===== src/nd_constant_pad_address_gen_core_macros.svh =====
// Assertion macros for the constant pad address generator.
`ifndef ND_CONSTANT_PAD_ADDRESS_GEN_CORE_MACROS_SVH
`define ND_CONSTANT_PAD_ADDRESS_GEN_CORE_MACROS_SVH

// Same-cycle implication, disabled while reset is asserted.
`define NDPAD_ASSERT_NOW(lbl, clk, rst_n, ante, cons, msg) \
  lbl: assert property (@(posedge clk) disable iff (!rst_n) (ante) |-> (cons)) \
    else $error(msg);

// Next-cycle implication, disabled while reset is asserted.
`define NDPAD_ASSERT_NEXT(lbl, clk, rst_n, ante, cons, msg) \
  lbl: assert property (@(posedge clk) disable iff (!rst_n) (ante) |=> (cons)) \
    else $error(msg);

`endif


===== src/ndpad_pkg.sv =====
// Shared constants, register codes and types of the constant pad address generator.
`default_nettype none
package ndpad_pkg;

  localparam int DEF_MAX_DIMS   = 4;
  localparam int DEF_COORD_BITS = 16;
  localparam int PACKED_DIMS    = 4;   // dims carried in the packed registers
  localparam int FIELD_BITS     = 16;  // one packed size or pad
  localparam int IDX_BITS       = 32;  // strides and source index
  localparam int FILL_BITS      = 64;
  localparam int CFG_DATA_BITS  = 64;
  localparam int CFG_IDX_BITS   = 3;
  localparam int DCNT_BITS      = 3;
  localparam int NUSED_BITS     = 4;   // holds up to 15 dims

  typedef enum logic [CFG_IDX_BITS-1:0] {
    REG_DIM_COUNT   = 3'd0,
    REG_IN_SIZES    = 3'd1,
    REG_PADS_BEFORE = 3'd2,
    REG_PADS_AFTER  = 3'd3,
    REG_FILL_VALUE  = 3'd4
  } cfg_reg_t;

  // Per-dimension status handed from a cell to the top level.
  typedef struct packed {
    logic empty;    // output size <= 0
    logic oor;      // source coordinate outside the input
    logic at_last;  // coordinate is the last of its dimension
    logic carry;    // this cell wraps and carries into the next
  } cell_stat_t;

endpackage
`default_nettype wire


===== src/ndpad_cell.sv =====
// One dimension cell: coordinate counter, output size, stride link and index product.
`default_nettype none
module ndpad_cell #(
  parameter int COORD_BITS = ndpad_pkg::DEF_COORD_BITS
) (
  input  wire logic                                  clk,
  input  wire logic                                  rst_n,
  input  wire logic [ndpad_pkg::FIELD_BITS-1:0]      size_i,
  input  wire logic signed [ndpad_pkg::FIELD_BITS-1:0] pad_before_i,
  input  wire logic signed [ndpad_pkg::FIELD_BITS-1:0] pad_after_i,
  input  wire logic [ndpad_pkg::IDX_BITS-1:0]        stride_i,
  output      logic [ndpad_pkg::IDX_BITS-1:0]        stride_o,
  input  wire logic                                  used_i,
  input  wire logic                                  carry_i,
  input  wire logic                                  accept_i,
  input  wire logic                                  restart_i,
  input  wire logic                                  advance_i,
  input  wire logic                                  a_load_i,
  input  wire logic                                  b_load_i,
  output      ndpad_pkg::cell_stat_t                 stat_o,
  output      logic [ndpad_pkg::IDX_BITS-1:0]        prod_o
);
  import ndpad_pkg::*;

  localparam int OSZ_LIMIT = 1 << COORD_BITS;
  localparam int SW = FIELD_BITS + 2;

  logic [COORD_BITS-1:0] coord_r, coord_nxt, c_eff;
  logic [COORD_BITS:0]   osz_r, osz_nxt, inc;
  logic                  empty_r, empty_nxt;
  logic [IDX_BITS-1:0]   stride_r;
  logic [FIELD_BITS-1:0] i_r, i_nxt;
  logic [IDX_BITS-1:0]   prod_r;
  logic signed [SW-1:0]  osz_s, src_s;
  logic                  oor, wrap;

  // output size from the config registers; osz_r registers it
  always_comb begin
    osz_s = $signed({2'b00, size_i}) + SW'(pad_before_i) + SW'(pad_after_i);
    empty_nxt = (osz_s <= $signed(SW'(0)));
    if (osz_s > $signed(SW'(OSZ_LIMIT))) begin
      osz_nxt = (COORD_BITS+1)'(OSZ_LIMIT);
    end else begin
      osz_nxt = osz_s[COORD_BITS:0];
    end
  end

  always_comb begin
    c_eff = restart_i ? '0 : coord_r;
    src_s = $signed({{(SW-COORD_BITS){1'b0}}, c_eff}) - SW'(pad_before_i);
    oor   = src_s[SW-1] || (src_s[SW-2:0] >= {1'b0, size_i});
    i_nxt = (used_i && !oor) ? src_s[FIELD_BITS-1:0] : '0;
    inc   = {1'b0, c_eff} + (COORD_BITS+1)'(1);
    wrap  = (inc >= osz_r);
    if (advance_i && used_i && carry_i) begin
      coord_nxt = wrap ? '0 : inc[COORD_BITS-1:0];
    end else begin
      coord_nxt = c_eff;
    end
  end

  always_ff @(posedge clk) begin
    if (!rst_n) begin
      coord_r <= '0;
    end else if (accept_i) begin
      coord_r <= coord_nxt;
    end
  end

  always_ff @(posedge clk) begin
    osz_r    <= osz_nxt;
    empty_r  <= empty_nxt;
    stride_r <= stride_i;
    if (a_load_i) begin
      i_r <= i_nxt;
    end
    if (b_load_i) begin
      prod_r <= IDX_BITS'(i_r * stride_r);
    end
  end

  assign stride_o       = IDX_BITS'(stride_r * size_i);
  assign stat_o.empty   = empty_r;
  assign stat_o.oor     = oor;
  assign stat_o.at_last = ({1'b0, c_eff} == (osz_r - (COORD_BITS+1)'(1)));
  assign stat_o.carry   = carry_i && wrap;
  assign prod_o         = prod_r;

endmodule
`default_nettype wire


===== config.mk =====
export PLATFORM = sky130hd
export DESIGN_NAME = ndpad_cell
export DESIGN_NICKNAME = d
export VERILOG_FILES = /design/src/nd_constant_pad_address_gen_core_macros.svh /design/src/ndpad_pkg.sv /design/src/ndpad_cell.sv
export SDC_FILE = /design/constraint.sdc
export NUM_CORES = 2
export LEC_CHECK = 0
export CAP_MARGIN = 20
export CORE_ASPECT_RATIO = 1.4
export CORE_UTILIZATION = 60
export CTS_CLUSTER_DIAMETER = 50
export CTS_CLUSTER_SIZE = 28
export DETAILED_ROUTE_END_ITERATION = 8
export DONT_BUFFER_PORTS = 1
export PLACE_DENSITY = 0.79
export SLEW_MARGIN = 20
export SYNTH_ARGS = -nofsm -noshare
export SYNTH_HDL_FRONTEND = slang
export SYNTH_SLANG_ARGS = --single-unit

===== constraint.sdc =====
create_clock -name clk -period 5.7 [get_ports clk]
set_clock_uncertainty 0.05 [all_clocks]
set_input_delay 0.285 -clock clk [delete_from_list [all_inputs] [get_ports clk]]
set_output_delay 0.285 -clock clk [all_outputs]
set_load 0.01 [all_outputs]

* After elaboration in Yosys (flattened, before gate mapping) *
Cells that the tools add are included.

word-level totals
  register bits after elaboration = 114
  bits in latches = 0
  bits in writable memories = 0
  memory bits (read-only) = 0
  input port bits = 89
  output and inout port bits = 68
  memories = 0

operators by class
  add/sub/neg operators = 5
  multipliers = 2
  divide/modulo/power cells = 0
  order comparisons = 4
  equal/unequal tests = 1
  shifts and indexed selects = 0
  mux-type cells = 3
  bitwise logic cells = 0
  reductions and logical operators = 6

operators with widths
  cell                   number
  $mux 16                3
  $mul 16x32->32         1
  $mul 32x16->32         1
  $add 17x16->18         1
  $add 18x16->18         1
  $gt 18x18->1 const B   1
  $le 18x1->1 const B    1
  $sub 17x16->18         1
  $add 16x1->17 const B  1
  $eq 16x17->1           1
  $ge 17x16->1           1
  $ge 17x17->1           1
  $sub 17x1->17 const B  1
  $logic_and 1x1->1      4
  $logic_not 1->1        1
  $logic_or 1x1->1       1

* Longest topological paths before layout *
  depth after elaboration = 6
  mapped depth = 25

* Worst setup path before layout *
Ideal clock, no wire load.

  kind = register to output
  start point = reg stride_r[17]
  end point = out stride_o[28] in the netlist's numbering
  arrival time = 5.921 ns
  required time = 5.365 ns
  path slack = -0.556 ns
  stages on the path, launching flop included = 23
  cells stage by stage = dfxtp_1 -> clkbuf_1 -> clkbuf_1 -> nand2_1 -> fa_1 -> fa_1 -> fa_1 -> inv_1 -> fa_1 -> fa_1 -> inv_1 -> fa_1 -> inv_1 -> ha_1 -> a21oi_1 -> o21ai_0 -> a21oi_1 -> o21ai_0 -> o311a_1 -> o21a_1 -> o21ai_0 -> nor2b_1 -> xnor2_1

on the way
  longest elaborated chain between the ends = 1

ends and longest elaborated chain
  item                    RTL line          source
  from (decl)             ndpad_cell.sv:31  logic [IDX_BITS-1:0] stride_r;
  from (signal assigned)  ndpad_cell.sv:73  stride_r <= stride_i;
  $mul 32x16->32          ndpad_cell.sv:82  assign stride_o = IDX_BITS'(stride_r * size_i);
  to (decl)               ndpad_cell.sv:12  output logic [ndpad_pkg::IDX_BITS-1:0] stride_o,

No other way between the ends.

* Worst setup path after layout *
  start point = reg stride_r[7]
  end point = out stride_o[30] in the netlist's numbering

Same word-level chain as after synthesis.

==> metrics.txt <==
core area=49100 um2; crit path capture type=output port; Num CTS Buffers=17; drt pass-1 iters=6; outcome=finished with violations; routed vias=24800; r2r endpoint=prod_o[30]$_DFFE_PP_; ratio of cells with drive above 1 in the final layout=17.6%; CTS Buffer Depth=2; ys flop type=dfxtp_1; max-cap violations=0; die width=191 um; CP Launch Type=register; Slew @ Worst Pin=895 ps; Detailed Place HPWL=65900 um; Remaining DRCs=0; area grow syn2layout=19.4%; antenna viol nets, final=0; Tcrit/Tclk final=116%; fraction of registers with async set/reset=0%; synth warn=0; grt ovf=0; NumNets Final=4566; row count=96; Worst Path Required=5370 ps; Starting Density=61.0%; final std cells w/o fill=4305; hold crit path type=primary input to register; Avg Inst Size Synth=8.81 um2; Port Buf Inserts=0; Root Buffer=clkbuf_16; Reg2Reg Setup Slack=-520 ps; Worst slew margin=38.8%; num ports=157; vias in the first global route=27100; most frequent cells in the layout=inv_1, fa_1, nand2_1; DIE AREA=50900 um2; # clock sinks=114; placed cell area=32900 um2; Yosys reg bits=114; Min-Delay Startpoint=accept_i; pin count of the biggest net entering global routing=35; initial antenna violation count=1; Synth Net Count=4319; pre-CTS WS=-422 ps; WP data arrival=6300 ps; WS Path Type=register to output port; Finished Cell Area=35800 um2; Vias/cell=5.77; Placed Cells=4162; DRT iter0 DRCs=1788; # setup viols final=35; clock latency on the worst-skew pair=460 ps; drt wl/cell=20.4 um; height of the die=267 um; sequential share of the synthesized area=9.21%; worst reg-to-reg path cell count=23; mapped cell area=30000 um2; number of flops mapped to enable cells by yosys=48; Cells after Synth=3404; first-pass GRT wire length=136000 um; min Tclk post-route=6640 ps; Tot GR Track Use=35.3%; hold-critical path depth=2; Hold Path End=coord_r[1]$_SDFFE_PN0P_; Placer Congestion=1.00; Setup WS post-layout=-937 ps; Max Fclk=151 MHz; CTS tree=yes; post-synthesis cell type count=78; RSZ-0062 raised after global routing=yes; reg2reg start=i_r[5]$_SDFFCE_PN0P_; H-tree levels=4; worst-path maximum fanout=6; clock-pin slew on the worst setup and hold paths=60 ps; failing checks=negative setup slack; final hold viol count=0; commonest non-fill, non-tap cell in the layout=inv_1; Slew Viols, Final=0; Detailed Route WL=87700 um
worst max path at each step:
stage,startpoint,end,cells after the start
final,stride_r[7]$_DFF_P_,stride_o[30],22
after global routing,stride_r[7]$_DFF_P_,stride_o[30],22
after CTS,stride_r[5]$_DFF_P_,stride_o[30],23
after detailed placement,stride_r[9]$_DFF_P_,stride_o[30],22
after global placement,stride_r[5]$_DFF_P_,stride_o[30],23
after floorplan,size_i[4],stride_o[30],23
area by class of cell:
class,instances,area [um2]
multi-input combinational,2388,25100
fill,3330,13300
clock buffer,19,443
sequential,114,2790
tap,637,797
inverter,739,2780
clock inverter,13,100
antenna,4,10.0
timing repair buffer,391,3830
Yosys cell counts (6+ instances only):
master / n / area [um2]
or3_1: 10 / 62.6
nor4_1: 6 / 37.5
nand4_1: 14 / 87.6
and3_1: 15 / 93.8
a21oi_1: 79 / 395
a31oi_1: 12 / 75.1
nor2_1: 86 / 323
edfxtp_1: 48 / 1440
inv_1: 738 / 2770
a211oi_1: 13 / 97.6
a22oi_1: 7 / 52.6
o211ai_1: 6 / 45.0
and2_1: 308 / 1930
o21bai_1: 12 / 90.1
o21ai_0: 63 / 315
nor2b_1: 30 / 188
nand2_1: 529 / 1990
ha_1: 199 / 2490
nor3_1: 23 / 115
xnor2_1: 125 / 1090
dfxtp_1: 66 / 1320
xor2_1: 40 / 350
nand2b_1: 15 / 93.8
nand3_1: 25 / 125
fa_1: 627 / 12600
o21a_1: 35 / 263
clkbuf_1: 157 / 589
a21o_1: 30 / 225
critical path, stage by stage (launching register included):
cell and delay (ps):
dfxtp_4 400, clkbuf_16 160, nand2_2 50, fa_1 520, inv_1 60, fa_1 520, fa_1 590, fa_1 470
fa_1 540, inv_1 60, fa_1 510, inv_2 60, ha_4 270, nand4_1 140, nor3_2 190, o21ai_1 130
a21oi_2 180, o311a_1 230, o21a_1 170, o21ai_2 80, a211oi_2 200, xor2_1 170, buf_4 140
stage by stage:
step | hold slack [ps] | setup TNS, ps | util (%)
floorplan | 263 | -279 | -
global placement | 263 | -4140 | 67.0
detailed placement | 263 | -5650 | 67.0
CTS | 5.24 | -11610 | 70.8
global route | 6.70 | -21150 | 72.9
finish | 17.2 | -15660 | 72.9
logic make-up (layout without fill, tap and decap cells):
kind of cell / after synthesis / count (layout) / share of synthesized area [%]
mux: 1 / 1 / 0.0334
fa+ha+maj: 826 / 826 / 50.2
compound gates: 311 / 311 / 6.91
other cells: 0 / 4 / 0
buf+inv: 902 / 1162 / 11.3
xor+xnor: 165 / 165 / 4.82
simple gates: 1085 / 1085 / 17.5
flops: 114 / 114 / 9.21
flip-flops by register name, summed over array words and instances (netlist names):
register and cells:
osz_r 17, prod_o 32, coord_r 16, stride_r 32, i_r 16, empty_r 1
metal layers:
metal / vias to the layer above / GRT usage [%] / share of wire, %
met2: 1307 / 62.6 / 52
met4: 0 / 27.8 / 9.2
li1: 10700 / - / -
met1: 12400 / 36.4 / 32
met3: 497 / 6.15 / 7.3
met5: - / 0 / 0
what timing repair did:
| action | 4_1_cts | 5_1_grt |
|---|---|---|
| cloned | 4 | 4 |
| buffers inserted | 29 | 43 |
| hold buffers | 38 | 0 |
| resized for setup | 153 | 164 |
| pin swaps | 80 | 137 |
| setup endpoints to repair | 35 | 48 |
| endpoints found under the hold margin | 96 | 0 |
Power is not shown: default switching activity piles up to over one toggle a cycle in this logic, so the estimate is an artifact.
