===== src/nd_constant_pad_address_gen_core_macros.svh =====
// Assertion macros for the constant pad address generator.
`ifndef ND_CONSTANT_PAD_ADDRESS_GEN_CORE_MACROS_SVH
`define ND_CONSTANT_PAD_ADDRESS_GEN_CORE_MACROS_SVH

// Same-cycle implication, disabled while reset is asserted.
`define NDPAD_ASSERT_NOW(lbl, clk, rst_n, ante, cons, msg) \
  lbl: assert property (@(posedge clk) disable iff (!rst_n) (ante) |-> (cons)) \
    else $error(msg);

// Next-cycle implication, disabled while reset is asserted.
`define NDPAD_ASSERT_NEXT(lbl, clk, rst_n, ante, cons, msg) \
  lbl: assert property (@(posedge clk) disable iff (!rst_n) (ante) |=> (cons)) \
    else $error(msg);

`endif


===== src/ndpad_pkg.sv =====
// Shared constants, register codes and types of the constant pad address generator.
`default_nettype none
package ndpad_pkg;

  localparam int DEF_MAX_DIMS   = 4;
  localparam int DEF_COORD_BITS = 16;
  localparam int PACKED_DIMS    = 4;   // dims carried in the packed registers
  localparam int FIELD_BITS     = 16;  // one packed size or pad
  localparam int IDX_BITS       = 32;  // strides and source index
  localparam int FILL_BITS      = 64;
  localparam int CFG_DATA_BITS  = 64;
  localparam int CFG_IDX_BITS   = 3;
  localparam int DCNT_BITS      = 3;
  localparam int NUSED_BITS     = 4;   // holds up to 15 dims

  typedef enum logic [CFG_IDX_BITS-1:0] {
    REG_DIM_COUNT   = 3'd0,
    REG_IN_SIZES    = 3'd1,
    REG_PADS_BEFORE = 3'd2,
    REG_PADS_AFTER  = 3'd3,
    REG_FILL_VALUE  = 3'd4
  } cfg_reg_t;

  // Per-dimension status handed from a cell to the top level.
  typedef struct packed {
    logic empty;    // output size <= 0
    logic oor;      // source coordinate outside the input
    logic at_last;  // coordinate is the last of its dimension
    logic carry;    // this cell wraps and carries into the next
  } cell_stat_t;

endpackage
`default_nettype wire


===== src/ndpad_if.sv =====
// Valid/ready channel interfaces for the input and result beats.
`default_nettype none


interface ndpad_out_if;
  import ndpad_pkg::*;
  logic                valid;
  logic                ready;
  logic                is_fill;
  logic [IDX_BITS-1:0] src_index;
  logic [FILL_BITS-1:0] fill_out;
  logic                last;

  modport source (output valid, output is_fill, output src_index, output fill_out,
                  output last, input ready);
  modport sink   (input valid, input is_fill, input src_index, input fill_out,
                  input last, output ready);
endinterface
`default_nettype wire


===== src/ndpad_sum.sv =====
// Index sum over the dimension products and the registered result beat.
`default_nettype none
module ndpad_sum #(
  parameter int MAX_DIMS = ndpad_pkg::DEF_MAX_DIMS
) (
  input  wire logic                                         clk,
  input  wire logic                                         rst_n,
  input  wire logic                                         b_valid_i,
  input  wire logic                                         b_fill_i,
  input  wire logic                                         b_last_i,
  input  wire logic [MAX_DIMS-1:0][ndpad_pkg::IDX_BITS-1:0] prod_i,
  input  wire logic [ndpad_pkg::FILL_BITS-1:0]              fill_value_i,
  output      logic                                         take_o,
  ndpad_out_if.source                                       out_bus
);
  import ndpad_pkg::*;

  logic                 out_valid_r;
  logic                 is_fill_r, last_r;
  logic [IDX_BITS-1:0]  src_r, sum;
  logic [FILL_BITS-1:0] fill_out_r;

  always_comb begin
    sum = '0;
    for (int d = 0; d < MAX_DIMS; d++) begin
      sum = sum + prod_i[d];
    end
  end

  assign take_o = !out_valid_r || out_bus.ready;

  always_ff @(posedge clk) begin
    if (!rst_n) begin
      out_valid_r <= 1'b0;
    end else if (take_o) begin
      out_valid_r <= b_valid_i;
    end
  end

  always_ff @(posedge clk) begin
    if (take_o) begin
      is_fill_r  <= b_fill_i;
      last_r     <= b_last_i;
      src_r      <= b_fill_i ? '0 : sum;
      fill_out_r <= b_fill_i ? fill_value_i : '0;
    end
  end

  assign out_bus.valid     = out_valid_r;
  assign out_bus.is_fill   = is_fill_r;
  assign out_bus.src_index = src_r;
  assign out_bus.fill_out  = fill_out_r;
  assign out_bus.last      = last_r;

endmodule
`default_nettype wire


===== src/flat_wrapper.sv =====
// flat-port wrapper written by rule: the top's interface ports become plain ports
module ndpad_sum_flat import ndpad_pkg::*;
#(
  parameter int MAX_DIMS = ndpad_pkg::DEF_MAX_DIMS
)
  (clk, rst_n, b_valid_i, b_fill_i, b_last_i, prod_i, fill_value_i, take_o, out_bus_valid, out_bus_is_fill, out_bus_src_index, out_bus_fill_out, out_bus_last, out_bus_ready);
  ndpad_out_if out_bus_i ();
  input  wire logic clk;
  input  wire logic rst_n;
  input  wire logic b_valid_i;
  input  wire logic b_fill_i;
  input  wire logic b_last_i;
  input  wire logic [MAX_DIMS-1:0][ndpad_pkg::IDX_BITS-1:0] prod_i;
  input  wire logic [ndpad_pkg::FILL_BITS-1:0] fill_value_i;
  output      logic take_o;
  output wire logic [$bits(out_bus_i.valid)-1:0] out_bus_valid;
  output wire logic [$bits(out_bus_i.is_fill)-1:0] out_bus_is_fill;
  output wire logic [$bits(out_bus_i.src_index)-1:0] out_bus_src_index;
  output wire logic [$bits(out_bus_i.fill_out)-1:0] out_bus_fill_out;
  output wire logic [$bits(out_bus_i.last)-1:0] out_bus_last;
  input wire logic [$bits(out_bus_i.ready)-1:0] out_bus_ready;
  assign out_bus_valid = out_bus_i.valid;
  assign out_bus_is_fill = out_bus_i.is_fill;
  assign out_bus_src_index = out_bus_i.src_index;
  assign out_bus_fill_out = out_bus_i.fill_out;
  assign out_bus_last = out_bus_i.last;
  assign out_bus_i.ready = out_bus_ready;
  ndpad_sum #(.MAX_DIMS(MAX_DIMS)) u_core (.clk(clk), .rst_n(rst_n), .b_valid_i(b_valid_i), .b_fill_i(b_fill_i), .b_last_i(b_last_i), .prod_i(prod_i), .fill_value_i(fill_value_i), .take_o(take_o), .out_bus(out_bus_i));
endmodule

===== config.mk =====
export PLATFORM = sky130hd
export DESIGN_NAME = ndpad_sum_flat
export DESIGN_NICKNAME = d
export VERILOG_FILES = /design/src/nd_constant_pad_address_gen_core_macros.svh /design/src/ndpad_pkg.sv /design/src/ndpad_if.sv /design/src/ndpad_sum.sv /design/src/flat_wrapper.sv
export SDC_FILE = /design/constraint.sdc
export NUM_CORES = 1
export LEC_CHECK = 0
export ABC_CLOCK_PERIOD_IN_PS = 5350
export BUFFER_PORTS_ARGS = -buffer_cell sky130_fd_sc_hd__buf_2
export CAP_MARGIN = 25
export CORE_MARGIN = 3
export CORE_UTILIZATION = 30
export CTS_CLUSTER_DIAMETER = 120
export DETAILED_ROUTE_END_ITERATION = 6
export PLACE_DENSITY = 0.58
export SLEW_MARGIN = 20
export SYNTH_ARGS = -nofsm -noshare
export SYNTH_HDL_FRONTEND = slang
export SYNTH_SLANG_ARGS = --single-unit

===== constraint.sdc =====
create_clock -name clk -period 5.35 [get_ports clk]
set_input_delay 1.07 -clock clk [delete_from_list [all_inputs] [get_ports clk]]
set_output_delay 1.07 -clock clk [all_outputs]
set_load 0.05 [all_outputs]

# --- After elaboration in Yosys (flattened, before gate mapping) ---
# Cells that the tools add are included.
word_totals:
  reg_bits: 99
  input_bits: 198
  out_inout_bits: 100
classes:
  n_addsub: 3
  reduce_logical: 2
op_table:
  columns: ["op", "n"]
  rows:
  - ["$add 32x32->32", 3]
  - ["$logic_not 1->1", 1]
  - ["$logic_or 1x1->1", 1]

# --- Longest topological paths before layout ---
logic_depth:
  depth_word: 3
  depth_mapped: 13

# --- Worst setup path after synthesis ---
# No wires, ideal clock.
synth_timing:
  path_kind: "input port to output port"
  start: "input port out_bus_ready"
  end: "output port take_o"
  arrival_ps: 3810
  required_ps: 4280
  slack_ps: 470
  cell_stages: 1
  path_buffers: 0
  path_cell_list: "nand2b_1"
synth_between:
  elab_chain_len: 1
synth_rtl:
  columns: ["element", "line_no", "rtl"]
  rows:
  - ["from (decl)", "flat_wrapper.sv:21", "input wire logic [$bits(out_bus_i.ready)-1:0] out_bus_ready;"]
  - ["$logic_or 1x1->1", "ndpad_sum.sv:30", "assign take_o = !out_valid_r || out_bus.ready;"]
  - ["to (decl)", "flat_wrapper.sv:15", "output logic take_o;"]
# Every way passes these cells.

# --- Final worst setup path ---
layout_timing:
  start: "input port prod_i[1] (netlist name)"
  end: "register u_core.src_r[27] (netlist: u_core.out_bus.src_index[27]), data pin"
layout_between:
  elab_chain_len: 3
layout_rtl:
  columns: ["element", "line_no", "rtl"]
  rows:
  - ["from (decl)", "flat_wrapper.sv:13", "input wire logic [MAX_DIMS-1:0][ndpad_pkg::IDX_BITS-1:0] prod_i;"]
  - ["$add 32x32->32 (3 in series)", "ndpad_sum.sv:26", "sum = sum + prod_i[d];"]
  - ["to (signal assigned)", "ndpad_sum.sv:44", "src_r <= b_fill_i ? '0 : sum;"]
  - ["to (decl)", "ndpad_sum.sv:20", "logic [IDX_BITS-1:0] src_r, sum;"]
# Every way passes these cells.
# A chain may end at the register's enable or synchronous reset.

==> PnR_summary.wiki <==
{| class="wikitable"
! Metric !! Value
|-
| Delay of the slowest cell on the worst path || 0.55 ns
|-
| Largest delay share family, worst path || adder cells
|-
| Total Negative Setup Slacks || 0 ns
|-
| Unrepaired setup endpoints after global routing || no
|-
| Synth warnings || 0
|-
| Worst slew margin relative to its limit || 0.434
|-
| Reg power frac || 0.297
|-
| Number of hold buffers added after cts || 0
|-
| Final net count || 1263
|-
| Width of the die || 160 µm
|-
| Number of antenna cells inserted || 0
|-
| Placed instance count || 1274
|-
| NetSw || 1600 µW
|-
| Post-Synthesis Net Count || 971
|-
| Clock buffer depth || 2
|-
| Post-Syn Area per Cell || 10.5 µm²
|-
| Antenna violation net count after detailed routing || 0
|-
| Endpoint kind of the worst setup timing path || register
|-
| Overall Global Routing Usage || 0.135
|-
| Largest net degree at the start of global routing || 65
|-
| Grt total ovfl || 0
|-
| Areal power density over the cells || 385 mW/mm²
|-
| Die Y-Extent || 160 µm
|-
| Leakage Power || 0.00484 µW
|-
| CTS H-tree depth || 3
|-
| Share of the cycle needed by the critical path after routing || 0.844
|-
| Most frequent cells in the layout || buf_2, inv_1, edfxtp_1
|-
| Share of post-route cells with drive strength above 1 || 0.340
|-
| Reg clk slew, reported paths || 0.07 ns
|-
| Library cell appearing most often on the critical path || fa_1
|-
| Area overhead of the layout relative to synthesis || 29.7%
|-
| Largest clock skew in the final design || 0.00957 ns
|-
| Area of the core region || 0.0231 mm²
|-
| Number of antenna violations at the first check in global routing || 0
|-
| HPWL after DPL || 14700 µm
|-
| Top-level I/O count || 298
|-
| Actual transition at the worst max-transition pin || 0.849 ns
|-
| First-pass GRT wire length || 27900 µm
|-
| Combinational Power Share || 0.525
|-
| Number of clock sinks || 99
|-
| Vias/cell || 4.32
|-
| Number of hold violations in the final report || 0
|-
| Storage element area || 0.00296 mm²
|-
| Run status || finished, final reports clean
|-
| Number of register bits inferred by synthesis || 99
|-
| Sort of element at the start of the critical path || input port
|-
| Cell type of the slowest stage on the worst timing path || fa_1
|-
| Wirelength per Cell || 13.6 µm
|-
| Syn Std Cell Area || 0.00715 mm²
|-
| Total of cells resized after clock tree synthesis || 0
|-
| Detailed-routing iteration count for the pre-antenna-repair pass || 5
|-
| Cell-internal power || 1970 µW
|-
| Number of inserted filler cells in the final layout || 2314
|-
| Number of unique standard cell types used by synthesis || 51
|-
| Root buffer cell || clkbuf_16
|-
| GP Congestion || 0.821
|-
| Highest fanout seen on the critical path || 3
|-
| Peak supply drop || 0.000170 V
|-
| Synth Instances || 680
|-
| Bufs and invs on worst path || 1
|-
| Row Count || 55
|-
| Aggregate routed wire length || 17600 µm
|-
| Number of input and output port buffers inserted || 297
|-
| Crit Path Class || in -> reg
|-
| Required arrival time at the worst endpoint || 5.44 ns
|-
| Clock tree from TritonCTS || yes
|-
| Arr. time, crit path || 4.60 ns
|-
| Number of slew-limit violations in the final report || 0
|-
| Worst hold path type || in -> reg
|-
| Highest clock rate || 221 MHz
|-
| DR iter-0 viols || 279
|-
| Post-synthesis sequential area ratio || 0.414
|-
| Leading cell type in the layout, fill and taps excluded || buf_2
|-
| Post-CTS setup buffer count || 0
|-
| Clock latency reported for the late side of the worst-skew pair || 0.34 ns
|-
| DRC Markers || 0
|-
| Period minus WS final || 4.52 ns
|-
| Number of CTS-inserted buffers || 9
|-
| # Max-Cap Violations || 0
|-
| Number of endpoints failing setup at the final stage || 0
|-
| Initial Util || 0.310
|-
| Register-to-register setup slack || 3.43 ns
|-
| Multi-input gate area || 0.00347 mm²
|-
| Vias in the first global route || 5575
|-
| Final cell count without fillers || 1290
|-
| Fraction of power spent switching nets || 0.449
|-
| Portion of total power attributed to the clock network || 0.178
|-
| Via count || 5567
|-
| Cell chain of the critical path || buf_2 > fa_1 > fa_1 > ha_1 > fa_1 > a211oi_2 > nor2_1 > o311ai_4 > a21oi_2 > a211oi_1 > a21oi_1 > mux2_2
|-
| Total die area || 0.0257 mm²
|}
## cell families (layout without fill, tap and decap cells)
kind of cell | Yosys count | in the layout | share of synthesized area
buffers and inverters | 192 | 489 | 0.101
AND/OR/NAND/NOR | 175 | 175 | 0.132
flip-flops | 99 | 99 | 0.414
AO/OA/AOI/OAI | 95 | 95 | 0.0899
adder cells (fa/ha/maj) | 93 | 93 | 0.228
XOR/XNOR | 20 | 20 | 0.0245
multiplexers | 6 | 6 | 0.00997
## sequential cells by signal, summed over array words and instances (netlist names)
| register | cells |
|---|---|
| u_core.out_bus.last | 1 |
| u_core.out_bus.src_index | 32 |
| u_core.out_bus.is_fill | 1 |
| u_core.out_bus.fill_out | 64 |
| u_core.out_bus.valid | 1 |
## synthesized netlist by cell type, drive strengths merged
cell | number | area, µm²
a2111oi | 2 | 23.8
a211o | 1 | 8.76
a211oi | 7 | 57.6
a21boi | 2 | 15.0
a21o | 15 | 113
a21oi | 31 | 163
a221oi | 1 | 8.76
a31o | 2 | 17.5
a31oi | 6 | 37.5
a32oi | 1 | 8.76
a41oi | 1 | 8.76
and2 | 64 | 400
and3 | 5 | 36.3
and3b | 1 | 8.76
and4 | 2 | 17.5
buf | 3 | 13.8
clkbuf | 15 | 57.6
dfxtp | 1 | 20.0
edfxtp | 98 | 2940
fa | 62 | 1240
ha | 31 | 388
inv | 174 | 653
mux2 | 6 | 71.3
nand2 | 21 | 78.8
nand2b | 2 | 12.5
nand3 | 6 | 30.0
nand3b | 3 | 22.5
nand4 | 7 | 43.8
nor2 | 40 | 150
nor2b | 11 | 68.8
nor3 | 9 | 45.0
nor3b | 2 | 20.0
o211ai | 3 | 22.5
o21a | 3 | 22.5
o21ai | 14 | 70.1
o21bai | 4 | 30.0
o311ai | 1 | 26.3
o32a | 1 | 10.0
or2 | 1 | 6.26
or3 | 1 | 6.26
xnor2 | 13 | 114
xor2 | 7 | 61.3
## metrics by stage
step | hold WS [ns] | power (µW) | cell area, µm² | utilization | worst slack (ns)
global placement | 0.990 | 2970 | 8980 | 0.390 | 0.665
global route | 0.888 | 3840 | 9280 | 0.403 | 0.694
floorplan | 1.17 | 2490 | 7150 | - | 0.470
CTS | 0.884 | 3630 | 9280 | 0.403 | 0.876
finish | 0.906 | 3570 | 9280 | 0.403 | 0.834
detailed placement | 0.998 | 2970 | 8980 | 0.390 | 0.531
## per-layer routing
layer  vias up  global-route usage  part of all wire  routed length (µm)
met2       233               0.236              0.49                8690
met4         0              0.0414             0.020                 357
met1      2557               0.168              0.42                7370
met3        18              0.0261             0.068                1190
met5         -                   0                 0                   0
li1       2759                   -                 -                   -
## path summary, 6_finish.rpt
kind / startpoint / end / depth (start not counted)
max: prod_i[1] / u_core.out_bus.src_index[27] / 12
min: b_last_i / u_core.out_bus.last / 1
max reg2reg: u_core.out_bus.valid / u_core.out_bus.fill_out[11] / 2
min reg2reg: u_core.out_bus.valid / u_core.out_bus.valid / 2
## power by group through the flow
stage	combinational [µW]	sequential (µW)	clock, µW
3_3_place_gp	1890	1080	0
4_1_cts	1900	1060	665
5_1_grt	2070	1070	692
3_5_place_dp	1890	1080	0
2_1_floorplan	901	1590	0
6_report	1880	1060	635
## cell type report
type | count | area share
repair buffers | 299 | 0.162
well taps | 313 | 0.0422
inverters | 174 | 0.0704
clock buffers | 9 | 0.0243
flip-flops and latches | 99 | 0.319
clock inverters | 7 | 0.00782
multi-input cells | 389 | 0.374
Power figures use the tool's default switching activity.
